--- config.mk ---
export PLATFORM = sky130hd
export DESIGN_NAME = iirdf1_hist_mem
export DESIGN_NICKNAME = d
export VERILOG_FILES = /design/src/rtl/iirdf1_pkg.sv /design/src/rtl/iirdf1_hist_mem.sv
export SDC_FILE = /design/constraint.sdc
export NUM_CORES = 1
export LEC_CHECK = 0
export BUFFER_PORTS_ARGS = -buffer_cell sky130_fd_sc_hd__buf_2
export CAP_MARGIN = 20
export CORE_ASPECT_RATIO = 1.2
export CORE_UTILIZATION = 25
export DETAILED_ROUTE_END_ITERATION = 10
export GPL_TIMING_DRIVEN = 0
export RECOVER_POWER = 25
export SLEW_MARGIN = 10
export SYNTH_ARGS = -nofsm -noshare
export SYNTH_HDL_FRONTEND = slang
export SYNTH_SLANG_ARGS = --single-unit
--- constraint.sdc ---
create_clock -name clk -period 1.67 [get_ports clk]
set_clock_uncertainty 0.2 [all_clocks]
set_input_delay 0.334 -clock clk [delete_from_list [all_inputs] [get_ports clk]]
set_output_delay 0.334 -clock clk [all_outputs]
set_load 0.05 [all_outputs]
--- src/rtl/iirdf1_pkg.sv ---
// Shared constants, codes and types of the direct form I IIR filter.
package iirdf1_pkg;

	// Default filter order; the tap count is one more.
	localparam int ORDER_DEF = 32;

	localparam int CMD_W    = 2;
	localparam int SAMPLE_W = 16;
	localparam int IDX_IN_W = 6;
	localparam int COEF_W   = 32;
	localparam int HIST_W   = 32;
	localparam int PROD_W   = COEF_W + HIST_W;
	// 64 taps of both products stay well below 2^54, so 56 bits never overflow.
	localparam int ACC_W    = 56;

	// Fraction bits dropped: feedback product to Q.28, history to Q.16, output to integer.
	localparam int FB_SHIFT   = 16;
	localparam int HIST_SHIFT = 12;
	localparam int OUT_SHIFT  = 28;

	localparam logic [CMD_W-1:0] CMD_FILTER  = 2'd0;
	localparam logic [CMD_W-1:0] CMD_LOAD_FF = 2'd1;
	localparam logic [CMD_W-1:0] CMD_LOAD_FB = 2'd2;

	typedef enum logic [1:0] {
		ST_IDLE,
		ST_RUN,
		ST_DRAIN,
		ST_DONE
	} seq_state_t;

	typedef struct packed {
		logic signed [SAMPLE_W-1:0] x;
		logic signed [HIST_W-1:0]   y;
	} hist_entry_t;

	typedef struct packed {
		logic signed [COEF_W-1:0] b;
		logic signed [COEF_W-1:0] a;
	} coef_pair_t;

	typedef struct packed {
		logic vld;
		logic fb;
		logic first;
		logic last;
	} mac_ctrl_t;

endpackage

--- src/rtl/iirdf1_hist_mem.sv ---
// History memory: past input samples and past outputs, one registered read port.
module iirdf1_hist_mem import iirdf1_pkg::*; #(
	parameter int ORDER = ORDER_DEF,
	localparam int TAPS = ORDER + 1,
	localparam int IDX_W = $clog2(TAPS)
) (
	input  logic             clk,
	input  logic             arst_n,
	input  logic             we,
	input  logic [IDX_W-1:0] waddr,
	input  hist_entry_t      wdata,
	input  logic             re,
	input  logic [IDX_W-1:0] raddr,
	output hist_entry_t      rdata
);

	hist_entry_t      hist_mem_q [TAPS];
	hist_entry_t      rd_q;
	logic [TAPS-1:0]  vld_q;
	logic             rd_vld_q;

	always_ff @(posedge clk) begin
		if (we) begin
			hist_mem_q[waddr] <= wdata;
		end
		if (re) begin
			rd_q <= hist_mem_q[raddr];
		end
	end

	// Entries not yet written since reset read as zero.
	always_ff @(posedge clk or negedge arst_n) begin
		if (!arst_n) begin
			vld_q    <= '0;
			rd_vld_q <= 1'b0;
		end else begin
			if (we) begin
				vld_q[waddr] <= 1'b1;
			end
			if (re) begin
				rd_vld_q <= vld_q[raddr];
			end
		end
	end

	assign rdata = rd_vld_q ? rd_q : '0;

endmodule

==> qor.yml <==
slew_headroom_pct: 25.9
die_w_microns: 465
ff2ff_setup_slack_ns: -0.32
status: "finished with violations"
final_nets: 3549
io_buffers: 108
final_cells: 6996
cp-startpoint: "rd_vld_q"
violations: "DRC, setup timing"
row_count: 203
yosys.area.top_type_share_pct: 76.2
tritoncts: "built"
wl_per_cell_microns: 26.7
grt_use_total_pct: 14.1
ys_types: 37
dp_hpwl_mm: 126
min_path_type: "primary input to register"
antenna_found_initial: 30
max_freq_mhz: 408
end_kind: "output port"
worstPathArrival_ns: 1.92
clk_pin_slew_ns: 0.06
placed_cells: 6628
syn-cell-area_sq_um: 64300
routed_wl_mm: 187
grt_pass1_wl_mm: 259
critPathLaunchType: "register"
clockBufferDepth: 3
area_delta_synth_final_pct: 23.0
slew_violations: 0
drc: 8
maxCapViolCount: 0
grt_max_degree: 35
grt_pass1_vias: 33700
finalHoldViolations: 0
worst_pin_slew_ns: 1.11
yosysTopAreaCell: "edfxtp_1"
drt_iter0_markers: 3925
rsz0062_at_grt: "yes"
overflow: 0
cellLeakagePower_nw: 25.3
htree_levels: 4
critPathKind: "register to output port"
ys_seq_area_share_pct: 77.6
cp_max_fo: 10
r2r-start: "hist_mem_q[11][1]"
cts-root-buf: "clkbuf_16"
fin_ws_ns: -0.779
viasPerCell: 4.70
path_cells: "clkbuf_16 -> clkbuf_16 -> and2_4 -> buf_8"
design.core.area_sq_um: 255000
synth_seq_cells: 1666
setup_viol: 694
max_stage_delay_ns: 0.44
clock-sinks: 1666
first_pass_iters: 10
r2r_cells: 4
gp_congestion: 0.790
cts_buffers: 150
r2r_end: "rd_q[1]"
yosysWarnings: 0
hold_slack_ns: 0.00839
synth_cells: 3035
synth_nets: 3099
fin_crit_sh_pct: 147
required_ns: 1.14
start_util_pct: 25.2
power.density_nw_per_um2: 1090
pre_cts_ws_ns: -2.11
cp_slowest_cell: "dfrtp_2"
critPathMostFrequentCell: "clkbuf_16"
fin_crit_ns: 2.45
die_y_microns: 557
avgSynthCellArea_sq_um: 21.2
synth_top_cells_by_area: "edfxtp_1, mux4_2, mux2i_1"
critPathCapture: "rdata[27]"
drive_gt1_share_pct: 33.6
ant_nets: 0
die_area_sq_um: 259000
worstSkewPairLatency_ns: 0.78
ios: 112
num_vias: 32900
min_from: "waddr[2]"
ir_drop_v: 0.00109
-- layout make-up --
class / count / area, sq um
fill: 24400 / 176000
tap: 3382 / 4230
antenna: 7 / 17.5
multi-input combinational: 1198 / 14600
inverter: 3 / 11.3
clock inverter: 90 / 759
timing repair buffer: 300 / 4070
clock buffer: 184 / 4000
buffer: 166 / 1540
sequential: 1666 / 49900
-- worst min path at each step --
stage | endpoint | slack [ns] | cells past startpoint
after floorplan | rd_vld_q | -0.16 | 0
after global placement | vld_q[18] | 0.22 | 1
after detailed placement | vld_q[18] | 0.24 | 1
after CTS | hist_mem_q[2][32] | 0.002 | 4
after global routing | hist_mem_q[25][0] | 0.005 | 3
final | hist_mem_q[31][42] | 0.008 | 3
-- layer usage --
layer  vias to the layer above  routed length [microns]  share of wire [%]  track usage (%)
met5                         -                      172              0.092                0
met1                     17600                    70500                 38             17.0
met2                      1386                    96100                 52             25.0
met3                       367                    12800                6.8             2.49
met4                        26                     7040                3.8             5.40
li1                      13500                        -                  -                -
-- sequential cells by signal (all words and copies together) (netlist names) --
signal and cells:
hist_mem_q 1584, rd_q 48, rd_vld_q 1, vld_q 33
-- worst max-delay path, delay by kind of cell (launching register included) --
kind,cells,cell delay [ns]
buf+inv,3,0.52
flops,1,0.44
simple gates,1,0.19
-- cells in the final DEF, fill, tap and decap left out, drive strengths merged, types with 56 or more instances in the layout --
cell type	Yosys	final
a21oi	68	68
nand2	71	71
mux2	104	104
mux2i	222	222
edfxtp	1632	1632
buf	114	325
clkbuf	54	270
clkinv	0	64
nor2	56	56
mux4	294	294
-- where the power goes --
group | internal, mW | switching [mW]
clock network | 18.5 | 15.4
logic | 2.32 | 3.42
registers | 46.4 | 0.166
total | 67.3 | 19.0
-- Yosys cell counts --
master and number:
a2111oi_0 14, a211oi_1 14, a21oi_1 68, a22o_1 14, a22oi_1 49, a31oi_1 36, a32oi_1 1, a41oi_1 1
and2_1 49, buf_1 8, buf_2 52, buf_4 27, buf_6 27, clkbuf_1 54, dfrtp_1 34, edfxtp_1 1632
inv_1 2, inv_2 1, mux2_2 104, mux2i_1 222, mux4_2 294, nand2_1 71, nand2b_1 1, nand3_1 39
nand3b_1 6, nand4_1 1, nor2_1 56, nor2b_1 22, nor4b_1 1, o211a_1 2, o211ai_1 34, o21ai_0 15
o22ai_1 34, o31a_1 14, or2_2 34, or3_1 1, or3b_2 1
-- through the flow --
step	util [%]	TNS, ns	area (sq um)	power (mW)
2_1_floorplan	-	-746.53	64700	50.3
3_3_place_gp	27.2	-3101.56	69400	52.3
3_5_place_dp	28.1	-1092.63	71800	52.6
4_1_cts	30.9	-93.77	78900	86.8
5_1_grt	31.0	-182.91	79100	88.4
6_report	31.0	-150.31	79100	86.3
-- timing repair --
action                                   CTS  global route
setup buffers                             17            16
hold buffers                              54             1
gates resized for setup                  458            47
endpoints found under the setup margin   284           477
gates cloned                               1             1
endpoints found under the hold margin   1642            18
pin swaps                                 42            29
-- cells by family after synthesis --
| family | share of synthesized area, % |
|---|---|
| DFF | 77.6 |
| AOI/OAI and AO/OA | 3.09 |
| buffers and inverters | 1.57 |
| muxes | 15.6 |
| and+or+nand+nor | 2.19 |
Power figures use the tool's default switching activity.
