--- config.mk ---
export PLATFORM = sky130hd
export DESIGN_NAME = iirdf1_coef_mem
export DESIGN_NICKNAME = d
export VERILOG_FILES = /design/src/rtl/iirdf1_pkg.sv /design/src/rtl/iirdf1_coef_mem.sv
export SDC_FILE = /design/constraint.sdc
export NUM_CORES = 2
export LEC_CHECK = 0
export BUFFER_PORTS_ARGS = -buffer_cell sky130_fd_sc_hd__buf_4
export CAP_MARGIN = 20
export CORE_MARGIN = 2
export CORE_UTILIZATION = 45
export DETAILED_ROUTE_END_ITERATION = 6
export SLEW_MARGIN = 25
export SYNTH_ARGS = -nofsm -noshare
export SYNTH_HDL_FRONTEND = slang
export SYNTH_SLANG_ARGS = --single-unit
--- constraint.sdc ---
create_clock -name clk -period 5.15 [get_ports clk]
set_clock_uncertainty 0.2 [all_clocks]
set_input_delay 0.2575 -clock clk [delete_from_list [all_inputs] [get_ports clk]]
set_output_delay 0.2575 -clock clk [all_outputs]
set_load 0.02 [all_outputs]
--- src/rtl/iirdf1_pkg.sv ---
// Shared constants, codes and types of the direct form I IIR filter.
package iirdf1_pkg;

	// Default filter order; the tap count is one more.
	localparam int ORDER_DEF = 32;

	localparam int CMD_W    = 2;
	localparam int SAMPLE_W = 16;
	localparam int IDX_IN_W = 6;
	localparam int COEF_W   = 32;
	localparam int HIST_W   = 32;
	localparam int PROD_W   = COEF_W + HIST_W;
	// 64 taps of both products stay well below 2^54, so 56 bits never overflow.
	localparam int ACC_W    = 56;

	// Fraction bits dropped: feedback product to Q.28, history to Q.16, output to integer.
	localparam int FB_SHIFT   = 16;
	localparam int HIST_SHIFT = 12;
	localparam int OUT_SHIFT  = 28;

	localparam logic [CMD_W-1:0] CMD_FILTER  = 2'd0;
	localparam logic [CMD_W-1:0] CMD_LOAD_FF = 2'd1;
	localparam logic [CMD_W-1:0] CMD_LOAD_FB = 2'd2;

	typedef enum logic [1:0] {
		ST_IDLE,
		ST_RUN,
		ST_DRAIN,
		ST_DONE
	} seq_state_t;

	typedef struct packed {
		logic signed [SAMPLE_W-1:0] x;
		logic signed [HIST_W-1:0]   y;
	} hist_entry_t;

	typedef struct packed {
		logic signed [COEF_W-1:0] b;
		logic signed [COEF_W-1:0] a;
	} coef_pair_t;

	typedef struct packed {
		logic vld;
		logic fb;
		logic first;
		logic last;
	} mac_ctrl_t;

endpackage

--- src/rtl/iirdf1_coef_mem.sv ---
// Coefficient memory: feedforward and feedback taps, one registered read port.
module iirdf1_coef_mem import iirdf1_pkg::*; #(
	parameter int ORDER = ORDER_DEF,
	localparam int TAPS = ORDER + 1,
	localparam int IDX_W = $clog2(TAPS)
) (
	input  logic                     clk,
	input  logic                     arst_n,
	input  logic                     we,
	input  logic                     we_fb,
	input  logic [IDX_W-1:0]         waddr,
	input  logic signed [COEF_W-1:0] wdata,
	input  logic                     re,
	input  logic [IDX_W-1:0]         raddr,
	output coef_pair_t               rdata
);

	coef_pair_t       coef_mem_q [TAPS];
	coef_pair_t       rd_q;
	logic [TAPS-1:0]  b_vld_q;
	logic [TAPS-1:0]  a_vld_q;
	logic             rd_b_vld_q;
	logic             rd_a_vld_q;

	always_ff @(posedge clk) begin
		if (we && !we_fb) begin
			coef_mem_q[waddr].b <= wdata;
		end
		if (we && we_fb) begin
			coef_mem_q[waddr].a <= wdata;
		end
		if (re) begin
			rd_q <= coef_mem_q[raddr];
		end
	end

	// An entry never loaded since reset reads as zero.
	always_ff @(posedge clk or negedge arst_n) begin
		if (!arst_n) begin
			b_vld_q    <= '0;
			a_vld_q    <= '0;
			rd_b_vld_q <= 1'b0;
			rd_a_vld_q <= 1'b0;
		end else begin
			if (we && !we_fb) begin
				b_vld_q[waddr] <= 1'b1;
			end
			if (we && we_fb) begin
				a_vld_q[waddr] <= 1'b1;
			end
			if (re) begin
				rd_b_vld_q <= b_vld_q[raddr];
				rd_a_vld_q <= a_vld_q[raddr];
			end
		end
	end

	assign rdata.b = rd_b_vld_q ? rd_q.b : '0;
	assign rdata.a = rd_a_vld_q ? rd_q.a : '0;

endmodule

==> out/qor.log <==
qor: run_status.run_status complete, no violations
qor: sta.final-hold-violation-count 0
qor: synth.synth_warnings 0
qor: global_routing.grt_pass1_wl 317000 µm
qor: critical_path.timing.critical_path.required 5.48 ns
qor: cts.tritoncts.num_buffers 218
qor: sta.post_route_setup_tns 0 ns
qor: finish.most_used_cells_in_the_layout_excluding_fill_and_tap_cells 2176 x sky130_fd_sc_hd__edfxtp_1, 445 x sky130_fd_sc_hd__mux4_2, 241 x sky130_fd_sc_hd__buf_4
qor: drt.drt-met1-wl 90400 µm
qor: sta.post-route-min-period 3.18 ns
qor: synth.sequential_area_share_after_synthesis 78.3%
qor: critical_path.timing.critical_path.arrival 3.51 ns
qor: finish.layout.cells.most_common sky130_fd_sc_hd__edfxtp_1
qor: critical_path.startpoint_type primary input
qor: global_routing.largest_net_degree_at_the_start_of_global_routing 71
qor: floorplanning.core_area 190000 µm²
qor: drt.top_signal_layer_used met5
qor: synth.synth_enable_flop_cells 2176
qor: finish.area_delta_synth_final 14.4%
qor: cts.cts_post_setup_buffers_inserted 0
qor: synth.postSynthCellCount 3880
qor: sta.tightestPinTransition 1.05 ns
qor: pwr.power.leakage 31.5 nW
qor: drt.dr_wl_met2 113000 µm
qor: sta.setup_viol_count_final 0
qor: global_routing.grtUsageTotal 23.2%
qor: cts.cts_sink_cnt 2244
qor: sta.slew_headroom 30.1%
qor: drt.drt_iter0_markers 4809
qor: synth.ys_ff_latch 2244
qor: critical_path.critPathKind in -> reg
qor: cts.latest_clock_arrival_within_the_worst_skew_pair 0.84 ns
qor: run.drv.max_cap_violation_count 0
qor: floorplanning.floorplan.die_area 194000 µm²
qor: synth.synth.lib_cells_used.distinct 41
qor: sta.achievable-frequency 0.314 GHz
qor: global_routing.grt_pass1_vias 41800
qor: synth.synthesis.area 85600 µm²
qor: min_path.hp-class in -> reg
qor: drt.route.vias.total 41800
qor: global_routing.antenna_violations_before_repair 12
qor: synth.synthArstFlopShare 3.03%
qor: cts.clock_tree.htree_level_count 4
qor: finish.final_util 51.7%
qor: placed_design.numPortBuffers 112
qor: cts.cts_root_buffer sky130_fd_sc_hd__clkbuf_16
qor: cts.cts.hold.buffers_added 54
qor: drt.avgRoutedWirePerCell 32.4 µm
qor: critical_path.critPathMaxFanout 25
qor: floorplanning.row_count 160
qor: floorplanning.die_width 440 µm
qor: drt.final_routed_wirelength_across_all_metal_layers 224000 µm
qor: placed_design.dpl.hpwl 125000 µm
qor: sta.setup_repair_after_global_routing_missed_its_margin false
qor: global_routing.grt-ovfl-total 0
qor: synth.synth.net_count 3929
qor: floorplanning.start_util 45.2%
qor: floorplanning.die_height 440 µm
qor: cts.cts_tree built
qor: drt.drt_first_pass_iters 5
qor: sta.final-max-slew-violation-count 0
qor: critical_path.critical_path.endpoint_type flop
qor: floorplanning.io_pins 113
qor: drt.ant_nets 0
qor: drt.detailed_route_vias_per_instance 6.05
qor: pwr.report.power.total 37.5 mW
qor: drt.post-route-drc-count 0
qor: pwr.power.density_cell_area 383 nW/µm²
qor: cts.clkTransAtPathRegs 0.06 ns
qor: cts.postCtsResizedCells 0
qor: placed_design.final_estimated_routing_congestion_in_global_placement 0.762
qor: finish.final_nets 4256
qor: cts.cts_max_path_buffers 3
qor: synth.synth-main-ff-cell sky130_fd_sc_hd__edfxtp_1
qor: drt.met3WireLength 15900 µm
qor: finish.layout_cells_sized_above_1 28.2%
qor: pwr.max-vdd-ir-drop 0.000315 V
qor: sta.layout_worst_path_cycle_share 61.8%
qor: synth.synth.avg_cell_area 22.1 µm²
## flip-flops by register name, indices dropped and copies added (netlist names)
register    count
rd_a_vld_q      1
rd_q           64
coef_mem_q   2112
a_vld_q        33
b_vld_q        33
rd_b_vld_q      1
## per-stage QoR
step / area, µm² / cells / setup slack, ns / hold WS (ns)
after floorplan: 85600 / 3880 / 1.40 / -0.238
after global placement: 90400 / 6435 / 1.40 / 0.239
after global routing: 98000 / 6906 / 1.95 / 0.171
after detailed placement: 90600 / 6443 / 1.43 / 0.250
final: 98000 / 6911 / 1.97 / 0.189
after CTS: 98000 / 6904 / 1.57 / 0.0907
## kinds of logic (layout without fill, tap and decap cells)
family | after synthesis | after routing | synth area share (%)
simple gates | 331 | 331 | 2.00
buf+inv | 254 | 768 | 1.45
compound gates | 301 | 301 | 2.82
other cells | 0 | 6 | 0
mux | 750 | 750 | 15.4
flops | 2244 | 2244 | 78.3
## report_power, final
| group | total (mW) | internal [mW] | switching [mW] |
|---|---|---|---|
| registers | 20.3 | 20.2 | 0.0982 |
| clock network | 15.3 | 8.59 | 6.75 |
| logic | 1.88 | 0.727 | 1.15 |
| total | 37.5 | 29.5 | 7.99 |
## layer usage
layer	GRT usage (%)	vias to the layer above
li1	-	17000
met5	0	-
met4	5.67	4
met1	32.4	22800
met2	38.7	1665
met3	3.34	296
## worst paths after layout
check | start | to | slack (ns) | cells past startpoint
worst min-delay path | raddr[2] | rd_q[62] | 0.19 | 4
min in group asynchronous | arst_n | a_vld_q[22] | 0.29 | 4
worst min register to register | a_vld_q[30] | a_vld_q[30] | 0.26 | 1
max in group asynchronous | arst_n | a_vld_q[12] | 4.06 | 4
worst max register to register | coef_mem_q[7][1] | rd_q[1] | 2.62 | 4
worst max-delay path | raddr[4] | rd_q[11] | 1.97 | 7
## synthesized netlist by cell type (all sizes together), types with 2 or more instances
| master | n | share of area [%] |
|---|---|---|
| edfxtp | 2176 | 76 |
| mux4 | 445 | 12 |
| mux2i | 205 | 2.4 |
| buf | 113 | 0.84 |
| clkbuf | 104 | 0.46 |
| mux2 | 100 | 1.3 |
| o221ai | 94 | 0.96 |
| a221oi | 87 | 0.89 |
| nor2 | 87 | 0.38 |
| dfrtp | 68 | 2.0 |
| and2 | 65 | 0.47 |
| nand2 | 58 | 0.25 |
| or2 | 51 | 0.37 |
| a21oi | 38 | 0.22 |
| inv | 37 | 0.16 |
| nor2b | 32 | 0.23 |
| nor3 | 17 | 0.099 |
| o21bai | 16 | 0.14 |
| o22ai | 14 | 0.10 |
| a2111oi | 13 | 0.13 |
| a22o | 13 | 0.13 |
| a211oi | 10 | 0.088 |
| o31ai | 7 | 0.061 |
| nand3b | 4 | 0.035 |
| o41ai | 4 | 0.041 |
| or3b | 4 | 0.041 |
| nand2b | 3 | 0.022 |
| a221o | 2 | 0.023 |
| nand3 | 2 | 0.012 |
| nand4 | 2 | 0.015 |
| or3 | 2 | 0.015 |
## critical path, stage by stage
cell and delay [ns]:
sky130_fd_sc_hd__dlygate4sd3_1 0.56, sky130_fd_sc_hd__buf_4 0.44, sky130_fd_sc_hd__nor2b_4 0.69, sky130_fd_sc_hd__buf_4 0.44, sky130_fd_sc_hd__o221ai_1 0.22, sky130_fd_sc_hd__a221oi_1 0.70, sky130_fd_sc_hd__nor3_1 0.15
## final cells by class
class | count | area, µm²
fillers | 14700 | 91600
flip-flops and latches | 2244 | 67000
multi-input cells | 1382 | 17900
clock buffers | 293 | 5910
well taps | 2511 | 3140
repair buffers | 324 | 2940
clock inverters | 114 | 935
inverters | 37 | 139
diodes | 6 | 15.0
Power figures use the tool's default switching activity.
