===== src/rtl/iirdf1_pkg.sv =====
// Shared constants, codes and types of the direct form I IIR filter.
package iirdf1_pkg;

	// Default filter order; the tap count is one more.
	localparam int ORDER_DEF = 32;

	localparam int CMD_W    = 2;
	localparam int SAMPLE_W = 16;
	localparam int IDX_IN_W = 6;
	localparam int COEF_W   = 32;
	localparam int HIST_W   = 32;
	localparam int PROD_W   = COEF_W + HIST_W;
	// 64 taps of both products stay well below 2^54, so 56 bits never overflow.
	localparam int ACC_W    = 56;

	// Fraction bits dropped: feedback product to Q.28, history to Q.16, output to integer.
	localparam int FB_SHIFT   = 16;
	localparam int HIST_SHIFT = 12;
	localparam int OUT_SHIFT  = 28;

	localparam logic [CMD_W-1:0] CMD_FILTER  = 2'd0;
	localparam logic [CMD_W-1:0] CMD_LOAD_FF = 2'd1;
	localparam logic [CMD_W-1:0] CMD_LOAD_FB = 2'd2;

	typedef enum logic [1:0] {
		ST_IDLE,
		ST_RUN,
		ST_DRAIN,
		ST_DONE
	} seq_state_t;

	typedef struct packed {
		logic signed [SAMPLE_W-1:0] x;
		logic signed [HIST_W-1:0]   y;
	} hist_entry_t;

	typedef struct packed {
		logic signed [COEF_W-1:0] b;
		logic signed [COEF_W-1:0] a;
	} coef_pair_t;

	typedef struct packed {
		logic vld;
		logic fb;
		logic first;
		logic last;
	} mac_ctrl_t;

endpackage


===== src/rtl/iirdf1_mac.sv =====
// Shared multiply-accumulate unit with the final rounding and saturation.
module iirdf1_mac import iirdf1_pkg::*; (
	input  logic                       clk,
	input  logic                       arst_n,
	input  logic                       clear,
	input  mac_ctrl_t                  issue,
	input  coef_pair_t                 coef,
	input  hist_entry_t                hist,
	input  logic signed [SAMPLE_W-1:0] sample,
	output logic                       acc_done,
	output logic signed [HIST_W-1:0]   hist_y,
	output logic signed [SAMPLE_W-1:0] result,
	output logic                       sat
);

	localparam logic signed [ACC_W-1:0] HIST_RND = ACC_W'((1 << HIST_SHIFT) - 1);
	localparam logic signed [ACC_W-1:0] OUT_RND  = ACC_W'((1 << OUT_SHIFT) - 1);

	mac_ctrl_t                  ctrl_s1;
	mac_ctrl_t                  ctrl_s2;
	logic signed [PROD_W-1:0]   prod_s2;
	logic signed [ACC_W-1:0]    acc_q;

	logic signed [SAMPLE_W-1:0] x_sel;
	logic signed [COEF_W-1:0]   op_a;
	logic signed [HIST_W-1:0]   op_b;
	logic signed [PROD_W-1:0]   prod;
	logic signed [PROD_W-1:0]   prod_sh;
	logic signed [PROD_W-1:0]   term;
	logic signed [ACC_W-1:0]    hist_sum;
	logic signed [ACC_W-1:0]    hist_sh;
	logic signed [ACC_W-1:0]    out_sum;
	logic signed [ACC_W-1:0]    out_sh;
	logic                       hist_pos_ovf;
	logic                       hist_neg_ovf;
	logic                       out_pos_ovf;
	logic                       out_neg_ovf;

	// Stage 1: the memories' read data is present; choose operands and multiply.
	// Tap 0 takes the new sample in place of the stored one and has no feedback term.
	always_comb begin
		x_sel = ctrl_s1.first ? sample : hist.x;
		op_a  = ctrl_s1.fb ? coef.a : coef.b;
		if (ctrl_s1.fb) begin
			op_b = ctrl_s1.first ? '0 : hist.y;
		end else begin
			op_b = {{(HIST_W - SAMPLE_W){x_sel[SAMPLE_W-1]}}, x_sel};
		end
		prod = op_a * op_b;
	end

	always_ff @(posedge clk or negedge arst_n) begin
		if (!arst_n) begin
			ctrl_s1 <= '0;
			ctrl_s2 <= '0;
		end else begin
			ctrl_s1 <= issue;
			ctrl_s2 <= ctrl_s1;
		end
	end

	always_ff @(posedge clk) begin
		if (ctrl_s1.vld) begin
			prod_s2 <= prod;
		end
	end

	// Stage 2: the feedback product is floored to 28 fraction bits and subtracted.
	always_comb begin
		prod_sh = prod_s2 >>> FB_SHIFT;
		term    = ctrl_s2.fb ? -prod_sh : prod_s2;
	end

	always_ff @(posedge clk) begin
		if (clear) begin
			acc_q <= '0;
		end else if (ctrl_s2.vld) begin
			acc_q <= acc_q + term[ACC_W-1:0];
		end
	end

	assign acc_done = ctrl_s2.vld && ctrl_s2.last;

	// Truncation toward zero: negative values are biased before the arithmetic shift.
	always_comb begin
		hist_sum = acc_q + (acc_q[ACC_W-1] ? HIST_RND : '0);
		hist_sh  = hist_sum >>> HIST_SHIFT;
		out_sum  = acc_q + (acc_q[ACC_W-1] ? OUT_RND : '0);
		out_sh   = out_sum >>> OUT_SHIFT;

		hist_pos_ovf = !hist_sh[ACC_W-1] && (|hist_sh[ACC_W-2:HIST_W-1]);
		hist_neg_ovf = hist_sh[ACC_W-1] && !(&hist_sh[ACC_W-2:HIST_W-1]);
		out_pos_ovf  = !out_sh[ACC_W-1] && (|out_sh[ACC_W-2:SAMPLE_W-1]);
		out_neg_ovf  = out_sh[ACC_W-1] && !(&out_sh[ACC_W-2:SAMPLE_W-1]);

		if (hist_pos_ovf) begin
			hist_y = {1'b0, {(HIST_W - 1){1'b1}}};
		end else if (hist_neg_ovf) begin
			hist_y = {1'b1, {(HIST_W - 1){1'b0}}};
		end else begin
			hist_y = hist_sh[HIST_W-1:0];
		end

		if (out_pos_ovf) begin
			result = {1'b0, {(SAMPLE_W - 1){1'b1}}};
		end else if (out_neg_ovf) begin
			result = {1'b1, {(SAMPLE_W - 1){1'b0}}};
		end else begin
			result = out_sh[SAMPLE_W-1:0];
		end
		sat = out_pos_ovf || out_neg_ovf;
	end

endmodule


===== config.mk =====
export PLATFORM = sky130hd
export DESIGN_NAME = iirdf1_mac
export DESIGN_NICKNAME = d
export VERILOG_FILES = /design/src/rtl/iirdf1_pkg.sv /design/src/rtl/iirdf1_mac.sv
export SDC_FILE = /design/constraint.sdc
export NUM_CORES = 2
export LEC_CHECK = 0
export ABC_CLOCK_PERIOD_IN_PS = 22400
export BUFFER_PORTS_ARGS = -buffer_cell sky130_fd_sc_hd__buf_2
export CELL_PAD_IN_SITES_DETAIL_PLACEMENT = 0
export CELL_PAD_IN_SITES_GLOBAL_PLACEMENT = 2
export CORE_MARGIN = 1.5
export CORE_UTILIZATION = 45
export DETAILED_ROUTE_END_ITERATION = 16
export PLACE_DENSITY = 0.89
export SLEW_MARGIN = 20
export SYNTH_ARGS = -nofsm -noshare
export SYNTH_HDL_FRONTEND = slang
export SYNTH_SLANG_ARGS = --single-unit

===== constraint.sdc =====
create_clock -name clk -period 22.4 [get_ports clk]
set_input_delay 1.12 -clock clk [delete_from_list [all_inputs] [get_ports clk]]
set_output_delay 1.12 -clock clk [all_outputs]
set_load 0.1 [all_outputs]

==> results.md <==
* Via count of the first global-routing pass at between 30k and 40k
* Async set or reset register ratio after synthesis at approximately 5.5%
* Clk slew on worst S/H paths at roughly 0.060 ns
* Deepest clock path buffer count at 2
* Area of the die at roughly 110000 um^2
* RSZ-0062 raised after global routing: no
* Most frequent cells in the layout: sky130_fd_sc_hd__fa_1, sky130_fd_sc_hd__inv_1, sky130_fd_sc_hd__nor2_1, sky130_fd_sc_hd__nand2_1, sky130_fd_sc_hd__ha_1
* Slowest cell on the critical path: sky130_fd_sc_hd__fa_1
* Combined global-route utilization of all metal layers at 29.0%
* Detailed Routing Iterations Pass 1 at 6
* Routed wire length at between 150000 and 200000 um
* Synth Instances at between 5k and 6k
* CP Data Arrival Time at ~11 ns
* Most area-hungry cell type in the Yosys netlist: sky130_fd_sc_hd__fa_1
* Number of register bits inferred by synthesis at ~130
* Nature of the critical path startpoint: flip-flop
* Critical Path Sink Type: flip-flop
* Ratio of cells with drive above 1 in the final layout at ~8.5%
* Final worst hold slack at about 0.35 ns
* Final worst path period share at 46.3%
* Final Wtd Congestion at roughly 0.93
* Time the worst path needs with I/O delays and setup at ~10 ns
* Remaining global-route overflow at 0
* Die Width at between 300 and 400 um
* Crit Path Category: reg -> reg
* Final setup violation count at 0
* Total number of clock tree sinks at roughly 130
* Post-synthesis instance area at 46900 um^2
* Post-route DRC violation count at 0
* Class of the tightest hold or removal check: reg -> reg
* Via density per instance at between 5 and 6
* Largest net degree at the start of global routing at 66
* Max Clk Rate at 96.5 MHz
* Total nets after synthesis at ~6.8k
* Fraction of post-synthesis cell area in the top cell type by area at 46.2%
* Sum Neg Setup Slack at 0 ns
* Rel. slew slack at 25.8%
* Setup skew after layout at 0.0130 ns
* Area of the core region at 103000 um^2
* 1st-iter DRT viols at between 2k and 2.5k
* Synthesized area divided by synthesized cell count at 8.86 um^2
* Nets at between 6k and 7k
* CTS H-Tree Depth at 4
* Data required time at the worst endpoint at 22.59 ns
* Boundary Pins at approximately 190
* Number of buffers inserted by post-CTS setup repair at 0
* Worst Reg-to-Reg Cells at 27
* Library cells used by synthesis at 80
* Flop-to-flop setup slack at 12.04 ns
* Initial Utilization at approximately 45%
* Most frequent CP cell: sky130_fd_sc_hd__fa_1
* Largest driver fanout on the critical path at 50
* Site row count at 118
* Total vias in the final route at roughly 37k
* Y dimension of the die at ~330 um
* # port buffers at between 150 and 200
* Most used DFF post-synth: sky130_fd_sc_hd__edfxtp_1
* Post-route antenna net violation count at 0
* Run status: complete, no violations
* Clock buffer count from CTS at 17
* Delay of the slowest cell on the worst path at between 0.9 and 1 ns
* HPWL Detailed at between 100000 and 150000 um
* CP endpoint: prod_s2[62]
* Average detailed-routed wire length per instance at ~22 um
* End of the worst register-to-register path: prod_s2[62]
* Root buffer cell: sky130_fd_sc_hd__clkbuf_16
* Number of enable flip-flop cells after synthesis at 64
* Start point of the critical path: ctrl_s1[2]
* Top cells by area, synth: sky130_fd_sc_hd__fa_1, sky130_fd_sc_hd__inv_1, sky130_fd_sc_hd__ha_1, sky130_fd_sc_hd__nor2_1, sky130_fd_sc_hd__nand2_1
* Pins over their slew limit at 0
* Max-cap violations at 0
* Number of buffers added to fix hold violations after cts at 0
* Worst reg2reg path startpoint: ctrl_s1[2]
* Most common cell after layout, fill and taps aside: sky130_fd_sc_hd__fa_1
* Yosys warning total at 0
* Worst skew pair latency at about 0.43 ns
* Antenna violations before repair at 0
* TritonCTS clock tree: done
* Count of endpoints failing hold in the final timing report at 0
* CTS-repair resized insts at 0
* Global-route wire length before repair at approximately 230000 um
* Register area share after synthesis at ~6.9%
* Area growth from synthesis to layout at 6.69%
* Worst slew pin tran at around 1.1 ns
[area by class of cell]
class	instances	area, um^2
Sequential cell	127	3230
Tap cell	1380	1730
Fill cell	9967	53400
Clock buffer	19	454
Antenna cell	1	2.50
Multi-Input combinational cell	3926	39300
Inverter	994	3730
Timing Repair Buffer	264	1520
Clock inverter	13	129
[metrics by stage]
stage	cell area, um^2	utilization [%]	setup WS (ns)	cells
2_1_floorplan	46900	-	13.20	5299
3_3_place_gp	49500	47.8	12.07	6691
3_5_place_dp	49500	47.8	12.00	6691
4_1_cts	50100	48.4	12.03	6723
5_1_grt	50100	48.4	11.47	6723
6_report	50100	48.4	12.04	6724
[how the worst min path moves through the flow]
stage,slack (ns),depth (start not counted),endpoint,start
2_1_floorplan,0.33,0,ctrl_s2[0],ctrl_s1[0]
3_3_place_gp,0.34,0,ctrl_s2[0],ctrl_s1[0]
3_5_place_dp,0.33,0,ctrl_s2[0],ctrl_s1[0]
4_1_cts,0.35,0,ctrl_s2[0],ctrl_s1[0]
5_1_grt,0.37,0,ctrl_s2[0],ctrl_s1[0]
6_report,0.35,0,ctrl_s2[0],ctrl_s1[0]
[worst max-delay path, delay by kind of cell (launching register included)]
kind                       cells  cell delay (ns)
AOI/OAI and AO/OA              4             0.75
adders and majority gates      9             5.21
DFF                            1             0.40
muxes                          1             0.41
buffers and inverters          8             2.24
and+or+nand+nor                5             1.04
[cell usage after synthesis, types with 62 or more instances]
cell type and number:
sky130_fd_sc_hd__fa_1 1083, sky130_fd_sc_hd__mux2i_1 84, sky130_fd_sc_hd__nor2_1 717, sky130_fd_sc_hd__nand3_1 75, sky130_fd_sc_hd__a21oi_1 168, sky130_fd_sc_hd__a21o_1 101
sky130_fd_sc_hd__inv_1 992, sky130_fd_sc_hd__mux2_2 75, sky130_fd_sc_hd__o21ai_0 137, sky130_fd_sc_hd__xnor2_1 134, sky130_fd_sc_hd__xor2_1 62, sky130_fd_sc_hd__clkbuf_1 229
sky130_fd_sc_hd__nand2_1 597, sky130_fd_sc_hd__ha_1 267, sky130_fd_sc_hd__edfxtp_1 64
[kinds of logic (layout without fill, tap and decap cells)]
kind of cell               count (synthesis)  count (layout)  share of synthesized area [%]
other                                      0               1                              0
adders and majority gates               1350            1350                           53.3
and+or+nand+nor                         1646            1646                           14.8
xor gates and xnor gates                 196             196                           3.66
AOI/OAI and AO/OA                        573             573                           7.72
buffers and inverters                   1246            1290                           10.0
muxes                                    161             161                           3.65
DFF                                      127             127                           6.86
[registers in the layout, indices dropped and copies added, names as in the netlist]
signal and cells:
prod_s2 64, ctrl_s2 3, acc_q 56, ctrl_s1 4
[per-layer routing]
metal | up-vias | GRT usage (%) | share of wire (%)
met2 | 1258 | 46.7 | 46
li1 | 16400 | - | -
met3 | 262 | 4.87 | 7.0
met5 | - | 0 | 0
met4 | 0 | 11.7 | 4.6
met1 | 18600 | 38.9 | 42
Power is left out: the tool's default activity adds up to more than one toggle a clock period on the data nets, which glitch-free logic cannot reach.
